[config.mk]
export PLATFORM = sky130hd
export DESIGN_NAME = udp_ipv4_header_builder
export DESIGN_NICKNAME = d
export VERILOG_FILES = /design/src/uihb_pkg.sv /design/src/uihb_acc.sv /design/src/uihb_csum.sv /design/src/uihb_emit.sv /design/src/udp_ipv4_header_builder.sv
export SDC_FILE = /design/constraint.sdc
export NUM_CORES = 1
export LEC_CHECK = 0
export CORE_UTILIZATION = 58
export CTS_CLUSTER_SIZE = 30
export DETAILED_ROUTE_END_ITERATION = 7
export DONT_BUFFER_PORTS = 1
export PLACE_DENSITY = 0.8
export SLEW_MARGIN = 20
export SYNTH_ARGS = -nofsm -noshare
export SYNTH_HDL_FRONTEND = slang
export SYNTH_SLANG_ARGS = --single-unit
export TNS_END_PERCENT = 50
[constraint.sdc]
create_clock -name clk -period 4.25 [get_ports clk]
set_input_delay 0.2125 -clock clk [delete_from_list [all_inputs] [get_ports clk]]
set_output_delay 0.2125 -clock clk [all_outputs]
set_load 0.005 [all_outputs]
[src/uihb_pkg.sv]
// uihb_pkg: types, constants and helpers for the UDP/IPv4 header builder.
// No dependencies; imported by every module of the block.
`timescale 1ns / 1ps
`default_nettype none

package uihb_pkg;

    localparam int MAX_PAYLOAD = 1472;
    localparam int CNT_W       = $clog2(MAX_PAYLOAD + 1);
    localparam int WORD_COUNT  = 6;
    localparam int WORD_IDX_W  = $clog2(WORD_COUNT);
    localparam int CFG_IDX_W   = 3;
    localparam int CFG_DATA_W  = 48;

    localparam logic [15:0] ETHERTYPE_IPV4 = 16'h0800;
    localparam logic [7:0]  IP_VER_IHL     = 8'h45;
    localparam logic [7:0]  IP_TOS         = 8'h00;
    localparam logic [15:0] IP_FLAGS_DF    = 16'h4000;
    localparam logic [7:0]  IP_PROTO_UDP   = 8'd17;
    localparam logic [15:0] IP_UDP_HDR_LEN = 16'd28;
    localparam logic [15:0] UDP_HDR_LEN    = 16'd8;
    localparam logic [3:0]  FULL_WORD_BYTES = 4'd8;
    localparam logic [3:0]  TAIL_WORD_BYTES = 4'd2;

    typedef enum logic [CFG_IDX_W-1:0] {
        REG_DEST_MAC     = 3'd0,
        REG_SOURCE_MAC   = 3'd1,
        REG_SOURCE_IP    = 3'd2,
        REG_DEST_IP      = 3'd3,
        REG_SOURCE_PORT  = 3'd4,
        REG_DEST_PORT    = 3'd5,
        REG_TIME_TO_LIVE = 3'd6
    } cfg_reg_e;

    typedef struct packed {
        logic [7:0]  payload_byte;
        logic        byte_present;
        logic        last_byte;
        logic [15:0] packet_ident;
    } in_item_t;

    typedef struct packed {
        logic [63:0] header_word;
        logic [3:0]  bytes_valid;
        logic        header_last;
        logic        length_error;
    } out_item_t;

    typedef struct packed {
        logic [47:0] dest_mac;
        logic [47:0] source_mac;
        logic [31:0] source_ip;
        logic [31:0] dest_ip;
        logic [15:0] source_port;
        logic [15:0] dest_port;
        logic [7:0]  time_to_live;
    } cfg_t;

    typedef struct packed {
        logic [15:0]      sum;
        logic [15:0]      pad;
        logic [CNT_W-1:0] count;
        logic [15:0]      ident;
        logic             ovf;
    } snap_t;

    typedef struct packed {
        logic [15:0] total_len;
        logic [15:0] udp_len;
        logic [15:0] ident;
        logic [15:0] ip_csum;
        logic [15:0] udp_csum;
        logic        ovf;
    } hdr_t;

    function automatic logic [15:0] oc_add(input logic [15:0] a, input logic [15:0] b);
        logic [16:0] s;
        s = {1'b0, a} + {1'b0, b};
        return s[15:0] + {15'd0, s[16]};
    endfunction

endpackage

`default_nettype wire

[src/uihb_acc.sv]
// uihb_acc: per-byte length count and ones-complement payload sum.
// Snapshots the datagram totals on the last byte. Uses uihb_pkg.
`timescale 1ns / 1ps
`default_nettype none

module uihb_acc
    import uihb_pkg::*;
(
    input  wire logic     clk,
    input  wire logic     rst_n,
    input  wire logic     in_valid,
    output logic          in_stall,
    input  wire in_item_t in_data,
    input  wire logic     hdr_done,
    output snap_t         snap,
    output logic          snap_valid
);

    logic [15:0]      sum_reg, sum_next, sum_upd;
    logic [CNT_W-1:0] count_reg, count_next, count_upd;
    logic [7:0]       held_reg, held_next, held_upd;
    logic             odd_reg, odd_next, odd_upd;
    logic [15:0]      ident_reg, ident_next, ident_upd;
    logic             ovf_reg, ovf_next, ovf_upd;
    logic             busy_reg, busy_next;
    logic             snap_valid_reg, snap_valid_next;
    snap_t            snap_reg, snap_next;
    logic             accept;
    logic             take;

    assign in_stall = busy_reg & in_data.last_byte;
    assign accept   = in_valid & ~in_stall;
    assign take     = accept & in_data.last_byte;

    always_comb
    begin
        sum_upd   = sum_reg;
        count_upd = count_reg;
        held_upd  = held_reg;
        odd_upd   = odd_reg;
        ident_upd = ident_reg;
        ovf_upd   = ovf_reg;
        if (count_reg == '0)
        begin
            ident_upd = in_data.packet_ident;
        end
        if (in_data.byte_present)
        begin
            if (count_reg < CNT_W'(MAX_PAYLOAD))
            begin
                if (odd_reg)
                begin
                    sum_upd = oc_add(sum_reg, {held_reg, in_data.payload_byte});
                    odd_upd = 1'b0;
                end
                else
                begin
                    held_upd = in_data.payload_byte;
                    odd_upd  = 1'b1;
                end
                count_upd = count_reg + 1'b1;
            end
            else
            begin
                ovf_upd = 1'b1;
            end
        end
    end

    always_comb
    begin
        sum_next        = sum_reg;
        count_next      = count_reg;
        held_next       = held_reg;
        odd_next        = odd_reg;
        ident_next      = ident_reg;
        ovf_next        = ovf_reg;
        busy_next       = busy_reg;
        snap_next       = snap_reg;
        snap_valid_next = 1'b0;
        if (hdr_done)
        begin
            busy_next = 1'b0;
        end
        if (accept)
        begin
            if (in_data.last_byte)
            begin
                snap_next.sum   = sum_upd;
                snap_next.pad   = odd_upd ? {held_upd, 8'h00} : 16'h0000;
                snap_next.count = count_upd;
                snap_next.ident = ident_upd;
                snap_next.ovf   = ovf_upd;
                snap_valid_next = 1'b1;
                busy_next       = 1'b1;
                sum_next        = '0;
                count_next      = '0;
                held_next       = '0;
                odd_next        = 1'b0;
                ident_next      = '0;
                ovf_next        = 1'b0;
            end
            else
            begin
                sum_next   = sum_upd;
                count_next = count_upd;
                held_next  = held_upd;
                odd_next   = odd_upd;
                ident_next = ident_upd;
                ovf_next   = ovf_upd;
            end
        end
    end

    always_ff @(posedge clk or negedge rst_n)
    begin
        if (!rst_n)
        begin
            sum_reg        <= '0;
            count_reg      <= '0;
            held_reg       <= '0;
            odd_reg        <= 1'b0;
            ident_reg      <= '0;
            ovf_reg        <= 1'b0;
            busy_reg       <= 1'b0;
            snap_valid_reg <= 1'b0;
        end
        else
        begin
            sum_reg        <= sum_next;
            count_reg      <= count_next;
            held_reg       <= held_next;
            odd_reg        <= odd_next;
            ident_reg      <= ident_next;
            ovf_reg        <= ovf_next;
            busy_reg       <= busy_next;
            snap_valid_reg <= snap_valid_next;
        end
    end

    always_ff @(posedge clk)
    begin
        if (take)
        begin
            snap_reg <= snap_next;
        end
    end

    assign snap       = snap_reg;
    assign snap_valid = snap_valid_reg;

endmodule

`default_nettype wire

[src/uihb_csum.sv]
// uihb_csum: four-stage pipeline for lengths, IPv4 header and UDP checksums.
// Uses uihb_pkg; inputs held stable while a header is in flight.
`timescale 1ns / 1ps
`default_nettype none

module uihb_csum
    import uihb_pkg::*;
(
    input  wire logic  clk,
    input  wire logic  rst_n,
    input  wire snap_t snap,
    input  wire logic  snap_valid,
    input  wire cfg_t  cfg,
    output hdr_t       hdr,
    output logic       hdr_valid
);

    logic [15:0] total_len_reg, total_len_next;
    logic [15:0] udp_len_reg, udp_len_next;
    logic [17:0] addr_sum_reg, addr_sum_next;
    logic [19:0] ip_raw_reg, ip_raw_next;
    logic [19:0] udp_raw_reg, udp_raw_next;
    logic [16:0] ip_fold_reg, ip_fold_next;
    logic [16:0] udp_fold_reg, udp_fold_next;
    logic [15:0] ip_csum_reg, ip_csum_next;
    logic [15:0] udp_csum_reg, udp_csum_next;
    logic [3:0]  stage_valid_reg, stage_valid_next;

    always_comb
    begin
        total_len_next = IP_UDP_HDR_LEN + 16'(snap.count);
        udp_len_next   = UDP_HDR_LEN + 16'(snap.count);
        addr_sum_next  = 18'(cfg.source_ip[31:16]) + 18'(cfg.source_ip[15:0])
                       + 18'(cfg.dest_ip[31:16]) + 18'(cfg.dest_ip[15:0]);

        ip_raw_next = 20'({IP_VER_IHL, IP_TOS}) + 20'(IP_FLAGS_DF) + 20'(total_len_reg)
                    + 20'(snap.ident) + 20'({cfg.time_to_live, IP_PROTO_UDP})
                    + 20'(addr_sum_reg);
        udp_raw_next = 20'(snap.sum) + 20'(snap.pad) + 20'(addr_sum_reg)
                     + 20'(IP_PROTO_UDP) + 20'(udp_len_reg) + 20'(udp_len_reg)
                     + 20'(cfg.source_port) + 20'(cfg.dest_port);

        ip_fold_next  = 17'(ip_raw_reg[15:0]) + 17'(ip_raw_reg[19:16]);
        udp_fold_next = 17'(udp_raw_reg[15:0]) + 17'(udp_raw_reg[19:16]);

        ip_csum_next  = ~(ip_fold_reg[15:0] + {15'd0, ip_fold_reg[16]});
        udp_csum_next = ~(udp_fold_reg[15:0] + {15'd0, udp_fold_reg[16]});

        stage_valid_next = {stage_valid_reg[2:0], snap_valid};
    end

    always_ff @(posedge clk or negedge rst_n)
    begin
        if (!rst_n)
        begin
            stage_valid_reg <= '0;
        end
        else
        begin
            stage_valid_reg <= stage_valid_next;
        end
    end

    always_ff @(posedge clk)
    begin
        total_len_reg <= total_len_next;
        udp_len_reg   <= udp_len_next;
        addr_sum_reg  <= addr_sum_next;
        ip_raw_reg    <= ip_raw_next;
        udp_raw_reg   <= udp_raw_next;
        ip_fold_reg   <= ip_fold_next;
        udp_fold_reg  <= udp_fold_next;
        ip_csum_reg   <= ip_csum_next;
        udp_csum_reg  <= udp_csum_next;
    end

    assign hdr.total_len = total_len_reg;
    assign hdr.udp_len   = udp_len_reg;
    assign hdr.ident     = snap.ident;
    assign hdr.ip_csum   = ip_csum_reg;
    assign hdr.udp_csum  = udp_csum_reg;
    assign hdr.ovf       = snap.ovf;
    assign hdr_valid     = stage_valid_reg[3];

endmodule

`default_nettype wire

[src/uihb_emit.sv]
// uihb_emit: sequences the six header words into the output register.
// Uses uihb_pkg; header fields come from uihb_csum and the config registers.
`timescale 1ns / 1ps
`default_nettype none

module uihb_emit
    import uihb_pkg::*;
(
    input  wire logic clk,
    input  wire logic rst_n,
    input  wire hdr_t hdr,
    input  wire logic hdr_valid,
    input  wire cfg_t cfg,
    output logic      out_valid,
    input  wire logic out_stall,
    output out_item_t out_data,
    output logic      hdr_done
);

    localparam logic [WORD_IDX_W-1:0] WORD_LAST = WORD_IDX_W'(WORD_COUNT - 1);

    logic [WORD_IDX_W-1:0] idx_reg, idx_next, sel;
    logic                  out_valid_reg, out_valid_next;
    out_item_t             out_data_reg, out_data_next;
    logic                  accept;
    logic                  load;
    logic [63:0]           word;

    assign accept   = out_valid_reg & ~out_stall;
    assign hdr_done = accept & (idx_reg == WORD_LAST);
    assign load     = hdr_valid | (accept & (idx_reg != WORD_LAST));
    assign sel      = hdr_valid ? '0 : idx_reg + 1'b1;

    always_comb
    begin
        case (sel)
            3'd0: word = {cfg.dest_mac, cfg.source_mac[47:32]};
            3'd1: word = {cfg.source_mac[31:0], ETHERTYPE_IPV4, IP_VER_IHL, IP_TOS};
            3'd2: word = {hdr.total_len, hdr.ident, IP_FLAGS_DF,
                          cfg.time_to_live, IP_PROTO_UDP};
            3'd3: word = {hdr.ip_csum, cfg.source_ip, cfg.dest_ip[31:16]};
            3'd4: word = {cfg.dest_ip[15:0], cfg.source_port, cfg.dest_port, hdr.udp_len};
            3'd5: word = {hdr.udp_csum, 48'h0};
            default: word = '0;
        endcase
    end

    always_comb
    begin
        idx_next       = idx_reg;
        out_valid_next = out_valid_reg;
        out_data_next  = out_data_reg;
        if (load)
        begin
            idx_next                   = sel;
            out_valid_next             = 1'b1;
            out_data_next.header_word  = word;
            out_data_next.bytes_valid  = (sel == WORD_LAST) ? TAIL_WORD_BYTES
                                                            : FULL_WORD_BYTES;
            out_data_next.header_last  = (sel == WORD_LAST);
            out_data_next.length_error = hdr.ovf;
        end
        else if (accept)
        begin
            out_valid_next = 1'b0;
        end
    end

    always_ff @(posedge clk or negedge rst_n)
    begin
        if (!rst_n)
        begin
            idx_reg       <= '0;
            out_valid_reg <= 1'b0;
        end
        else
        begin
            idx_reg       <= idx_next;
            out_valid_reg <= out_valid_next;
        end
    end

    always_ff @(posedge clk)
    begin
        out_data_reg <= out_data_next;
    end

    assign out_valid = out_valid_reg;
    assign out_data  = out_data_reg;

endmodule

`default_nettype wire

[src/udp_ipv4_header_builder.sv]
// udp_ipv4_header_builder: top level, config registers and block wiring.
// Depends on uihb_pkg, uihb_acc, uihb_csum and uihb_emit.
// Payload bytes are taken one per cycle while in_stall is low. After the last
// byte, uihb_csum builds the header; six words, one per cycle unless stalled.
// A last byte is stalled while the previous header is still in flight.
// Reset clears the datagram state; time_to_live resets to 56, other regs to 0.
`timescale 1ns / 1ps
`default_nettype none

module udp_ipv4_header_builder
    import uihb_pkg::*;
(
    input  wire logic                  clk,
    input  wire logic                  rst_n,
    input  wire logic                  in_valid,
    output logic                       in_stall,
    input  wire in_item_t              in_data,
    output logic                       out_valid,
    input  wire logic                  out_stall,
    output out_item_t                  out_data,
    input  wire logic                  cfg_valid,
    output logic                       cfg_ready,
    input  wire logic [CFG_IDX_W-1:0]  cfg_index,
    input  wire logic [CFG_DATA_W-1:0] cfg_data
);

    cfg_t  cfg_reg, cfg_next;
    snap_t snap;
    logic  snap_valid;
    hdr_t  hdr;
    logic  hdr_valid;
    logic  hdr_done;

    assign cfg_ready = 1'b1;

    always_comb
    begin
        cfg_next = cfg_reg;
        if (cfg_valid && cfg_ready)
        begin
            case (cfg_reg_e'(cfg_index))
                REG_DEST_MAC:     cfg_next.dest_mac     = cfg_data[47:0];
                REG_SOURCE_MAC:   cfg_next.source_mac   = cfg_data[47:0];
                REG_SOURCE_IP:    cfg_next.source_ip    = cfg_data[31:0];
                REG_DEST_IP:      cfg_next.dest_ip      = cfg_data[31:0];
                REG_SOURCE_PORT:  cfg_next.source_port  = cfg_data[15:0];
                REG_DEST_PORT:    cfg_next.dest_port    = cfg_data[15:0];
                REG_TIME_TO_LIVE: cfg_next.time_to_live = cfg_data[7:0];
                default:          cfg_next = cfg_reg;
            endcase
        end
    end

    always_ff @(posedge clk or negedge rst_n)
    begin
        if (!rst_n)
        begin
            cfg_reg.dest_mac     <= '0;
            cfg_reg.source_mac   <= '0;
            cfg_reg.source_ip    <= '0;
            cfg_reg.dest_ip      <= '0;
            cfg_reg.source_port  <= '0;
            cfg_reg.dest_port    <= '0;
            cfg_reg.time_to_live <= 8'd56;
        end
        else
        begin
            cfg_reg <= cfg_next;
        end
    end

    uihb_acc u_acc (
        .clk        (clk),
        .rst_n      (rst_n),
        .in_valid   (in_valid),
        .in_stall   (in_stall),
        .in_data    (in_data),
        .hdr_done   (hdr_done),
        .snap       (snap),
        .snap_valid (snap_valid)
    );

    uihb_csum u_csum (
        .clk        (clk),
        .rst_n      (rst_n),
        .snap       (snap),
        .snap_valid (snap_valid),
        .cfg        (cfg_reg),
        .hdr        (hdr),
        .hdr_valid  (hdr_valid)
    );

    uihb_emit u_emit (
        .clk       (clk),
        .rst_n     (rst_n),
        .hdr       (hdr),
        .hdr_valid (hdr_valid),
        .cfg       (cfg_reg),
        .out_valid (out_valid),
        .out_stall (out_stall),
        .out_data  (out_data),
        .hdr_done  (hdr_done)
    );

endmodule

`default_nettype wire
==> tab_implementation.tex <==
\begin{tabular}{lr}
\hline
Metric & Value \\
\hline
\multicolumn{2}{l}{\textbf{Setup path}} \\
\quad Critical path type & reg -> reg \\
\quad Required time reported for the critical path endpoint & 4.79 ns \\
\quad Maximum fanout along the worst path & 3 \\
\quad Critical path data arrival time & 4.78 ns \\
\quad Cell with the biggest individual delay on the critical path & fa\_2 \\
\quad Sort of element at the end of the critical path & flip-flop \\
\quad Largest stage delay on the critical path & 0.55 ns \\
\quad Crit-path cells & ha\_2 -> inv\_2 -> fa\_2 -> inv\_2 -> a21oi\_2 -> o21ai\_2 -> buf\_6 -> xnor2\_4 -> fa\_1 -> fa\_1 -> inv\_1 -> fa\_2 -> ha\_4 -> or2\_4 -> a21o\_1 -> a2111oi\_2 -> nand4bb\_1 \\
\quad Critical path launch point type & flip-flop \\
\multicolumn{2}{l}{\textbf{Detailed routing}} \\
\quad Total Wirelength & 75690 um \\
\quad Via density per instance & 6.164 \\
\quad Mean routed wirelength per cell & 24.47 um \\
\quad Total vias in the final route & 19066 \\
\quad Number of nets with antenna violations after routing & 0 \\
\quad DRC viols & 0 \\
\quad TritonRoute pass-1 iters & 7 \\
\quad Starting DRT DRC Count & 1859 \\
\multicolumn{2}{l}{\textbf{CTS}} \\
\quad Source-to-sink clock delay at the later pin of the worst-skew pair & roughly 0.6 ns \\
\quad Clock transition at the register clock pins on the worst setup and hold paths after CTS & 0.06 ns \\
\quad CTS Hold Buffers Added & 77 \\
\quad Number of buffers inserted during clock tree synthesis & between 50 and 60 \\
\quad Deepest level of the CTS H-tree & 2 \\
\quad Clk buf depth & 3 \\
\quad Root Buffer & clkbuf\_16 \\
\quad CTS Sinks & around 530 \\
\quad Clock tree from TritonCTS & built \\
\multicolumn{2}{l}{\textbf{Power}} \\
\quad Switching component of the power & 12.34 mW \\
\quad Cell-internal power & $\sim$18 mW \\
\quad Fraction of power consumed by sequential logic & 28.2\% \\
\quad Power per cell area & 969.7 nW/um2 \\
\quad Share of power burned in the clock network & 15.0\% \\
\quad Combinational power share & a little under three fifths \\
\quad Leakage power & roughly 14 nW \\
\quad IR Drop Worst-Case VDD & 0.0006230 V \\
\quad Fraction of power spent switching nets & 41.01\% \\
\multicolumn{2}{l}{\textbf{GRT}} \\
\quad Global-route wire length before repair & roughly 110000 um \\
\quad Congestion Overflow GR & 0 \\
\quad Aggregate global-route resource usage & 32.20\% \\
\quad Largest net degree at the start of global routing & 264 \\
\quad Number of global-route vias before repair & slightly below 20000 \\
\quad Initial antenna violation count & 0 \\
\multicolumn{2}{l}{\textbf{Timing}} \\
\quad Headroom to the max-slew limit & 30.11\% \\
\quad Fin. Hold Viols & 263 \\
\quad Transition at the pin with the smallest max-transition slack & approximately 1.0 ns \\
\quad Skew final & $\sim$0.018 ns \\
\quad Hold\_ws & -0.6879 ns \\
\quad Minimum clock period & between 4 and 5 ns \\
\quad RSZ-0062 raised after global routing & true \\
\quad Finish-stage setup viols & 0 \\
\quad Count of final max-slew check failures & 0 \\
\quad Fmax & 235.7 MHz \\
\quad Tcrit/Tclk final & 99.84\% \\
\multicolumn{2}{l}{\textbf{Logic synthesis}} \\
\quad Cell count after synthesis & 2300 \\
\quad Post-synthesis area per instance & 11.70 um2 \\
\quad Yosys Warn Count & 0 \\
\quad Distinct cell type count of the synthesized netlist & 80 \\
\quad Primary FF master, synth & dfrtp\_1 \\
\quad Cell area after synthesis & 26910 um2 \\
\quad Number of enable-type register cells in the synthesized netlist & $\sim$120 \\
\quad Dominant cell by count in the synthesized netlist & dfrtp\_1 \\
\quad Top post-synthesis cells by count & dfrtp\_1, inv\_1, mux2\_2 \\
\quad Fraction of synthesized cell area taken by the top area cell type & 24.18\% \\
\quad Ranking of synthesized cells by area & dfrtp\_1, edfxtp\_1, dfxtp\_1 \\
\quad Proportion of register bits with asynchronous set or reset after synthesis & 49.91\% \\
\quad Area leader, netlist & dfrtp\_1 \\
\quad Sequential-to-total area share from yosys stat & 48.53\% \\
\quad \#FFs+latches synth & between 500 and 600 \\
\multicolumn{2}{l}{\textbf{Placement}} \\
\quad IO Port Bufs & 0 \\
\quad Placed instance count & 2900 \\
\quad Weighted congestion reported at the end of routability-driven placement & 0.9579 \\
\quad Placed inst area & around 28000 um2 \\
\quad Half-perimeter wire length after placement & 54900 um \\
\multicolumn{2}{l}{\textbf{Layout}} \\
\quad Post-route standard cell area excluding fillers & 31040 um2 \\
\quad Synth-to-Final Area Change & 15.34\% \\
\quad Max reg flops & 200 \\
\quad Number of nets in the final layout & 2763 \\
\quad Final design utilization & between 60 and 70\% \\
\quad Ratio of cells with drive above 1 in the final layout & 19.75\% \\
\quad Cell Count, Final, Fillers Out & 3093 \\
\multicolumn{2}{l}{\textbf{Job}} \\
\quad MaxCap Viol Count & 0 \\
\multicolumn{2}{l}{\textbf{Die}} \\
\quad Number of rows created at floorplan & 78 \\
\quad Horizontal die dimension & approximately 220 um \\
\quad Die Area & around 47000 um2 \\
\quad \# IOs & 155 \\
\quad Vert. Die Dim & 217.4 um \\
\quad Initial standard-cell utilization of the core & 59.05\% \\
\quad Placeable core area & 45580 um2 \\
\multicolumn{2}{l}{\textbf{Outcome}} \\
\quad Violated checks & negative hold slack \\
\quad Outcome & finished with violations \\
\multicolumn{2}{l}{\textbf{Worst hold path}} \\
\quad Worst hold path class & in -> async \\
\hline
\end{tabular}
-- final cells by class --
type                    instances  area [um2]
repair buffers                170        1489
well taps                     600       750.7
clock buffers                  78        1545
diodes                          2       5.005
fillers                      3218       14540
flip-flops and latches        527       13060
multi-input cells            1448       13150
clock inverters                22       118.9
inverters                     246       924.6
-- power by group through the flow --
stage	combinational [mW]	sequential [mW]	clock [mW]
2_1_floorplan	10.4	7.99	0
5_1_grt	18.6	8.62	4.75
6_report	17.1	8.47	4.52
3_5_place_dp	14.8	8.52	0
3_3_place_gp	14.5	8.46	0
4_1_cts	16.2	8.44	4.54
-- timing repair --
action / 4_1_cts / 5_1_grt
endpoints found under the setup margin: 12 / 17
resized for setup: 57 / 38
setup buffers: 9 / 6
endpoints found under the hold margin: 524 / 263
pin swaps: 51 / 50
-- through the flow --
stage / hold slack (ns) / setup TNS (ns) / setup WS (ns) / power (mW)
after floorplan: -0.08309 / -0.01907 / -0.01907 / 18.38
after global placement: -0.07687 / -1.314 / -0.2912 / 22.92
after detailed placement: -0.07480 / -2.394 / -0.4309 / 23.32
after CTS: -0.7101 / -0.001549 / -0.001549 / 29.19
after global routing: -0.7039 / -0.9657 / -0.1299 / 31.93
final: -0.6879 / 0 / 0.006868 / 30.10
-- cell families after synthesis --
group | share of synthesized area, %
AOI/OAI and AO/OA | 9.945
xor gates and xnor gates | 5.323
adders and majority gates | 13.38
buffers and inverters | 4.635
DFF | 48.53
muxes | 10.59
other | 0.02791
and+or+nand+nor | 7.569
-- metal layers --
| metal | up-vias | GRT usage, % | routed length (um) |
|---|---|---|---|
| met2 | 874 | 54.99 | 37620 |
| met3 | 193 | 4.277 | 4919 |
| met4 | 0 | 13.47 | 3244 |
| li1 | 8374 | - | - |
| met5 | - | 0 | 0 |
| met1 | 9625 | 41.25 | 29910 |
-- cells in the final DEF, fill, tap and decap left out, types with 45 or more instances in the layout --
cell type      netlist  final
dlygate4sd3_1        0     77
dfxtp_1            145    145
xnor2_1             96     91
nor2_1              72     69
mux2i_1             45     45
o21ai_0             90     82
ha_1               147    131
inv_1              246    240
clkbuf_16            0     57
mux2_2             213    213
nand2_1            135    134
xor2_1              65     64
edfxtp_1           119    119
dfrtp_1            260    260
buf_4                4     90
nand3_1             59     58
fa_1                88     80
-- critical path, delay by kind of cell, from the launching register on --
family	cells	cell delay (ns)
DFF	1	0.34
xor gates and xnor gates	1	0.13
buffers and inverters	4	0.29
and+or+nand+nor	2	0.41
adders and majority gates	6	2.23
AOI/OAI and AO/OA	4	0.78
-- path summary, 6_finish.rpt --
kind | startpoint | end | slack (ns) | cells past startpoint
min | rst_n | u_emit.out_valid | -0.69 | 0
max in group asynchronous | rst_n | u_acc.sum_reg[8] | 4.44 | 0
min reg2reg | u_acc.snap_valid | u_csum.stage_valid_reg[0] | 0.36 | 0
min in group clk | in_valid | u_acc.count_reg[1] | 0.05 | 2
max reg2reg | u_acc.snap[36] | u_csum.udp_raw_reg[16] | 0.007 | 17
max | u_acc.snap[36] | u_csum.udp_raw_reg[16] | 0.007 | 17
(Power assumes the default switching activity.)
